--- src/ssdd_pkg.sv ---
`default_nettype none

package ssdd_pkg;

  typedef logic [2:0] func_t;
  typedef logic [7:0] seg_t;

  localparam func_t FUNC_DEC   = 3'd0;
  localparam func_t FUNC_HEX   = 3'd1;
  localparam func_t FUNC_ERR   = 3'd2;
  localparam func_t FUNC_TOTAL = 3'd3;
  localparam func_t FUNC_ALUM  = 3'd4;
  localparam func_t FUNC_STEEL = 3'd5;
  localparam func_t FUNC_BLACK = 3'd6;
  localparam func_t FUNC_WHITE = 3'd7;

  localparam int unsigned FIXED_DIGITS = 5;

  // Multiplying by this and dropping 19 bits divides any 16-bit value by ten.
  localparam logic [15:0] DIV10_MUL   = 16'd52429;
  localparam int unsigned DIV10_SHIFT = 19;

  localparam seg_t LET_R = 8'h0A;
  localparam seg_t LET_E = 8'h9E;
  localparam seg_t LET_T = 8'h1E;
  localparam seg_t LET_O = 8'h3A;
  localparam seg_t LET_U = 8'h7C;
  localparam seg_t LET_L = 8'h1C;
  localparam seg_t LET_A = 8'hEE;
  localparam seg_t LET_S = 8'hB6;
  localparam seg_t LET_B = 8'h3E;
  localparam seg_t SEG_BLANK = 8'h00;

  // Bit 7 is segment a, bit 1 is segment g, bit 0 is the decimal point.
  function automatic seg_t hex_pattern(input logic [3:0] nib);
    seg_t pat;
    unique case (nib)
      4'h0: pat = 8'hFC;
      4'h1: pat = 8'h60;
      4'h2: pat = 8'hDA;
      4'h3: pat = 8'hF2;
      4'h4: pat = 8'h66;
      4'h5: pat = 8'hB6;
      4'h6: pat = 8'hBE;
      4'h7: pat = 8'hE0;
      4'h8: pat = 8'hFE;
      4'h9: pat = 8'hE6;
      4'hA: pat = 8'hEE;
      4'hB: pat = 8'h3E;
      4'hC: pat = 8'h9C;
      4'hD: pat = 8'h7A;
      4'hE: pat = 8'h9E;
      default: pat = 8'h8E;
    endcase
    return pat;
  endfunction

  // Letters shown after the two count digits, in shift order.
  function automatic seg_t tail_pattern(input func_t func, input logic [1:0] idx);
    seg_t p0;
    seg_t p1;
    seg_t p2;
    p0 = SEG_BLANK;
    p1 = SEG_BLANK;
    p2 = SEG_BLANK;
    unique case (func)
      FUNC_ERR:   begin p0 = LET_R; p1 = LET_R; p2 = LET_E; end
      FUNC_TOTAL: begin p0 = LET_T; p1 = LET_O; p2 = LET_T; end
      FUNC_ALUM:  begin p0 = LET_U; p1 = LET_L; p2 = LET_A; end
      FUNC_STEEL: begin p0 = LET_L; p1 = LET_T; p2 = LET_S; end
      FUNC_BLACK: begin p0 = LET_A; p1 = LET_L; p2 = LET_B; end
      FUNC_WHITE: begin p0 = LET_E; p1 = LET_T; p2 = LET_L; end
      default:    begin p0 = SEG_BLANK; p1 = SEG_BLANK; p2 = SEG_BLANK; end
    endcase
    unique case (idx)
      2'd0:    return p0;
      2'd1:    return p1;
      2'd2:    return p2;
      default: return SEG_BLANK;
    endcase
  endfunction

endpackage

`default_nettype wire

--- src/seven_segment_serial_display_driver_core.sv ---
// Seven-segment serial display driver.
// The input channel takes one request per frame: the display mode on in_tuser
// and the 16-bit value on in_tdata. The block turns it into seven-segment
// patterns, least significant digit first, and shifts each pattern out least
// significant bit first, one serial bit per output beat on out_tdata[0].
// out_tlast marks the final bit of a frame. Modes 0 and 1 send NUM_DIGITS
// patterns, all other modes send five, so a frame is 8 beats per pattern.
// When the block is idle, a taken request is first registered in the holding
// register and then loaded into the shifter, which offers the first bit.
// The shifter sends one bit per cycle while out_tready is high, and frames
// follow one another without a gap: one holding register takes the next
// request while a frame is shifting, and the next frame starts in the cycle
// after the last bit of the current one is taken. Each decimal digit is
// produced by one multiply-by-reciprocal divider that runs once per pattern load.
// When out_tready is low the current bit holds and the frame pauses; a full
// holding register stays full and in_tready stays low until it drains.
// Reset empties the holding register and the shifter; no beat is pending.
`default_nettype none

module seven_segment_serial_display_driver_core #(
  parameter int unsigned NUM_DIGITS = 5
) (
  input  wire                 clk,
  input  wire                 rst_n,
  input  wire                 in_tvalid,
  output logic                in_tready,
  input  wire  [15:0]         in_tdata,   // [15:0] value
  input  wire  ssdd_pkg::func_t in_tuser, // [2:0] func
  output logic                out_tvalid,
  input  wire                 out_tready,
  output logic [7:0]          out_tdata,  // [0] data_bit, [7:1] zero
  output logic                out_tlast   // is_last
);
  import ssdd_pkg::*;

  localparam int unsigned MAX_DIG = (NUM_DIGITS > FIXED_DIGITS) ? NUM_DIGITS : FIXED_DIGITS;
  localparam int unsigned DIG_W   = $clog2(MAX_DIG);

  logic             hold_vld_r;
  func_t            hold_func_r;
  logic [15:0]      hold_value_r;

  logic             busy_r;
  func_t            func_r;
  logic [15:0]      val_r;
  logic [DIG_W-1:0] dig_r;
  logic [2:0]       bit_r;
  seg_t             pat_r;

  logic             fire_out;
  logic             bit_end;
  logic             frame_end;
  logic [DIG_W-1:0] last_dig;
  logic             start;
  logic             next_digit;
  logic             load;

  func_t            sfunc;
  logic [15:0]      sval;
  logic [DIG_W-1:0] sdig;
  logic [DIG_W-1:0] tail_idx;
  logic [31:0]      prod;
  logic [12:0]      quot;
  logic [15:0]      quot10;
  logic [15:0]      rem;
  logic             base16;
  logic [3:0]       digit;
  logic [15:0]      val_nxt;
  seg_t             pat_nxt;

  assign last_dig   = ((func_r == FUNC_DEC) || (func_r == FUNC_HEX)) ?
                      DIG_W'(NUM_DIGITS - 1) : DIG_W'(FIXED_DIGITS - 1);
  assign fire_out   = busy_r && out_tready;
  assign bit_end    = (bit_r == 3'd7);
  assign frame_end  = bit_end && (dig_r == last_dig);
  assign start      = hold_vld_r && (!busy_r || (fire_out && frame_end));
  assign next_digit = fire_out && bit_end && !frame_end;
  assign load       = start || next_digit;

  assign in_tready  = !hold_vld_r;
  assign out_tvalid = busy_r;
  assign out_tdata  = {7'b0, pat_r[0]};
  assign out_tlast  = busy_r && frame_end;

  always_comb begin
    sfunc    = start ? hold_func_r : func_r;
    sval     = start ? hold_value_r : val_r;
    sdig     = start ? '0 : DIG_W'(dig_r + 1'b1);
    prod     = {16'b0, sval} * {16'b0, DIV10_MUL};
    quot     = prod[31:DIV10_SHIFT];
    quot10   = {quot, 3'b0} + {2'b0, quot, 1'b0};
    rem      = sval - quot10;
    base16   = (sfunc == FUNC_HEX) || (sfunc == FUNC_ERR);
    digit    = base16 ? sval[3:0] : rem[3:0];
    val_nxt  = base16 ? {4'b0, sval[15:4]} : {3'b0, quot};
    tail_idx = DIG_W'(sdig - DIG_W'(2));
    if ((sfunc == FUNC_DEC) || (sfunc == FUNC_HEX) || (sdig < DIG_W'(2))) begin
      pat_nxt = hex_pattern(digit);
    end else begin
      pat_nxt = tail_pattern(sfunc, tail_idx[1:0]);
    end
  end

  always_ff @(posedge clk) begin
    if (!rst_n) begin
      hold_vld_r <= 1'b0;
    end else if (in_tvalid && in_tready) begin
      hold_vld_r <= 1'b1;
    end else if (start) begin
      hold_vld_r <= 1'b0;
    end
  end

  always_ff @(posedge clk) begin
    if (in_tvalid && in_tready) begin
      hold_func_r  <= in_tuser;
      hold_value_r <= in_tdata;
    end
  end

  always_ff @(posedge clk) begin
    if (!rst_n) begin
      busy_r <= 1'b0;
      dig_r  <= '0;
      bit_r  <= '0;
    end else begin
      if (start) begin
        busy_r <= 1'b1;
      end else if (fire_out && frame_end) begin
        busy_r <= 1'b0;
      end
      if (load) begin
        dig_r <= sdig;
        bit_r <= '0;
      end else if (fire_out) begin
        bit_r <= bit_r + 3'd1;
      end
    end
  end

  always_ff @(posedge clk) begin
    if (load) begin
      pat_r  <= pat_nxt;
      val_r  <= val_nxt;
      func_r <= sfunc;
    end else if (fire_out) begin
      pat_r <= {1'b0, pat_r[7:1]};
    end
  end

  a_dig_in_range: assert property (@(posedge clk) disable iff (!rst_n)
    busy_r |-> (dig_r <= last_dig))
    else $error("digit index beyond the frame");

  a_back_to_back: assert property (@(posedge clk) disable iff (!rst_n)
    (fire_out && frame_end && hold_vld_r) |=> (busy_r && (dig_r == '0) && (bit_r == 3'd0)))
    else $error("queued request did not start right after the frame");

  a_bit_advance: assert property (@(posedge clk) disable iff (!rst_n)
    (fire_out && !bit_end) |=> (bit_r == $past(bit_r) + 3'd1))
    else $error("bit counter did not advance on a taken beat");

  a_stall_holds: assert property (@(posedge clk) disable iff (!rst_n)
    (busy_r && !out_tready) |=> ($stable(pat_r) && $stable(bit_r) && $stable(dig_r)))
    else $error("shifter moved while the receiver stalled");

endmodule

`default_nettype wire

--- config.mk ---
export PLATFORM = sky130hd
export DESIGN_NAME = seven_segment_serial_display_driver_core
export DESIGN_NICKNAME = d
export VERILOG_FILES = /design/src/ssdd_pkg.sv /design/src/seven_segment_serial_display_driver_core.sv
export SDC_FILE = /design/constraint.sdc
export NUM_CORES = 1
export LEC_CHECK = 0
export BUFFER_PORTS_ARGS = -buffer_cell sky130_fd_sc_hd__buf_2
export CAP_MARGIN = 20
export CELL_PAD_IN_SITES_DETAIL_PLACEMENT = 1
export CELL_PAD_IN_SITES_GLOBAL_PLACEMENT = 1
export CORE_ASPECT_RATIO = 0.9
export CORE_MARGIN = 3
export CORE_UTILIZATION = 31
export DETAILED_ROUTE_END_ITERATION = 8
export PLACE_DENSITY = 0.66
export RECOVER_POWER = 25
export SLEW_MARGIN = 10
export SYNTH_ARGS = -nofsm -noshare
export SYNTH_HDL_FRONTEND = slang
export SYNTH_SLANG_ARGS = --single-unit
--- constraint.sdc ---
create_clock -name clk -period 9.4 [get_ports clk]
set_clock_uncertainty 0.05 [all_clocks]
set_input_delay 1.88 -clock clk [delete_from_list [all_inputs] [get_ports clk]]
set_output_delay 1.88 -clock clk [all_outputs]
set_load 0.01 [all_outputs]
==> impl_results.md <==
- Run status: finished, final reports clean
- Yosys warnings: 0
- Largest area contributor in the netlist: ha_1
- Fill cells: 2,659
- Placer congestion estimate: around 0.8
- Post-synthesis xor/xnor area fraction: around 2.8%
- CP Class: in -> reg
- Worst min path class: reg -> reg
- Multi-input gate area: 5130 um^2
- Initial antenna violation count: 0
- Layout area overhead: 13.3%
- Drt wl/cell: roughly 17 um
- H-tree depth: 2
- Synth Area in Compound Gates: 8.28%
- Vias: around 5,200
- Number of global-route vias before repair: 5,689
- Post-CTS Hold Fix Bufs: 0
- Post-Synth Simple-Gate Area: 9.09%
- DR vias/cell: 4.73
- IO Count: 34
- Final cell count without fillers: 1,102
- Routed WL: 18,400 um
- Clock buffer depth: 2
- Total CTS buffers: 5
- Min Tclk post-route: 9.02 ns
- Area share of the largest cell type after synthesis: ~24%
- Area contributors post-synth: ha_1 (24%), fa_1 (22%), edfxtp_1 (18%)
- Post-synthesis adder-cell area fraction: a little under half
- Seq/Total Area, Yosys: 19.9%
- Count leader, synth: inv_1
- Die width: 168 um
- Primary FF master, synth: edfxtp_1
- Hold WS: about 0.42 ns
- Post-synth ARST share: 0%
- # setup viols final: 0
- Synthesized cell area: about 7300 um^2
- RSZ-0062 raised after global routing: false
- Fmax: 0.111 GHz
- CP Capture Type: register
- Startpoint Class: input pin
- Final hold vios: 0
- TritonCTS clock tree: done
- Final #Nets: 1,047
- Share of cells above drive strength 1: 12.7%
- Total global-route track usage: around 15%
- Sequential Area: 1450 um^2
- CTS root buf: clkbuf_16
- TritonCTS Sinks: 51
- Max cap viols: 0
- CP Max Fanout: 10
- Seq cells post-synth: 51
- Worst-path clk slew: 0.07 ns
- Crit path DAT: 9.03 ns
- Yosys cell types: 62
- Die Y: 151 um
- Count of flip-flops with a built-in enable after synthesis: 43
- Number of DRC markers in iteration 0: 175
- Pin count of the biggest net entering global routing: 27
- Rel. slew slack: 34.8%
- Max Slew Vio Count: 0
- Slew @ Worst Pin: 0.978 ns
- Post-Syn Area per Cell: approximately 9.9 um^2
- Cells after Synth: 736
- Antenna Cells: 0
- Tcrit/Tclk final: ~96%
- Remaining Overflow, GRT: 0
- Main combinational cell family by area after synthesis: adder cells
- Full die area: 25,400 um^2
- First-pass GRT wire length: 30,400 um
- Post-synthesis mux area share: 3.47%
- CP Data Required Time: 9.40 ns
- IO Port Bufs: 26
- Rows: 52
- Final HPWL DP: between 15,000 and 20,000 um
- Worst-skew pair later-pin latency: 0.29 ns
- Starting Density: 32.0%
- DRC Markers: 0
- DR pass1 iterations: 4
- Most frequent cells after synthesis: inv_1 (171), ha_1 (140), fa_1 (80)
- Core area: around 23,000 um^2
- Inst Count DP: 1,092
- DRT antenna net count: 0
critical path, cell delays in order:
cell and delay, ns:
buf_2 0.15, nand4_4 0.16, a21oi_4 0.22, buf_12 0.17
mux2i_2 0.28, inv_2 0.13, ha_1 0.36, fa_1 0.52
fa_1 0.52, fa_1 0.52, fa_1 0.53, fa_1 0.52
ha_1 0.33, nand4_1 0.16, nor2_4 0.17, nand3_1 0.17
a31o_2 0.25, nand2b_1 0.08, xor2_1 0.20, ha_1 0.24
and2_1 0.15, o211ai_1 0.11, a211o_1 0.35, a21oi_2 0.23
nor2_4 0.06, or3_1 0.34, a31o_1 0.22
routing by layer:
metal / up-vias / global-route usage [%] / part of all wire (%)
li1: 2544 / - / -
met1: 2578 / 22.6 / 51
met2: 86 / 24.6 / 44
met4: 0 / 2.09 / 0.76
met5: - / 0 / 0
met3: 9 / 1.98 / 4.0
registers in the layout (all words and copies together), names as in the netlist:
register      count
out_tvalid        1
func_r            3
hold_value_r     16
val_r            13
bit_r             3
pat_r             8
hold_vld_r        1
hold_func_r       3
dig_r             3
final timing paths:
kind	start	to	slack (ns)	cells past startpoint
setup / recovery	out_tready	pat_r[4]$_DFFE_PP_	0.38	27
hold / removal	bit_r[1]$_SDFFE_PP0P_	bit_r[1]$_SDFFE_PP0P_	0.42	2
setup reg to reg	dig_r[0]$_SDFFE_PN0N_	pat_r[4]$_DFFE_PP_	1.31	28
hold reg to reg	bit_r[1]$_SDFFE_PP0P_	bit_r[1]$_SDFFE_PP0P_	0.42	2
area by class of cell:
type | count | share of cell area [%]
repair buffers | 74 | 6.16
flip-flops and latches | 51 | 17.6
multi-input cells | 501 | 62.2
clock inverters | 3 | 0.243
well taps | 297 | 4.50
inverters | 171 | 7.78
clock buffers | 5 | 1.52
cells in the final DEF, fill, tap and decap left out, types with 3 or more instances in the layout:
master,count
inv_1,170
ha_1,140
fa_1,80
nand2_1,52
buf_4,46
edfxtp_1,43
a21oi_1,25
buf_2,24
nor2_1,23
o21ai_0,19
xor2_1,16
mux2i_1,14
nand3_1,13
dfxtp_1,8
nor3_1,7
conb_1,7
mux2_2,6
xnor2_1,6
o21ai_1,6
nor2b_1,5
nand4_1,5
o211ai_1,5
nand2b_1,5
a22oi_1,5
clkbuf_16,5
o21a_1,4
a211oi_1,4
and2_1,4
mux2i_2,3
a21o_1,3
a31oi_1,3
o41ai_1,3
per-stage QoR:
stage / setup slack [ns] / util (%) / setup TNS [ns] / area, um^2
6_report: 0.379 / 36.2 / 0 / 8250
5_1_grt: 0.00296 / 36.2 / 0 / 8250
4_1_cts: 0.0718 / 36.0 / 0 / 8200
3_5_place_dp: -0.207 / 35.4 / -1.08 / 8060
3_3_place_gp: -0.0128 / 35.4 / -0.0128 / 8060
2_1_floorplan: 0.0147 / - / 0 / 7310
kinds of logic (layout without fill, tap and decap cells):
group,Yosys count,count (layout)
fa+ha+maj,220,220
buf+inv,190,253
simple gates,133,133
compound gates,94,94
flops,51,51
mux,24,24
xor+xnor,23,23
other cells,1,7
repair_timing:
action | 4_1_cts | 5_1_grt
hold endpoints to repair | 0 | 0
setup endpoints to repair | 0 | 7
resized for setup | 0 | 10
buffers inserted | 0 | 1
Power is left out: the tool's default activity adds up to more than one toggle a clock period on the data nets, which glitch-free logic cannot reach.
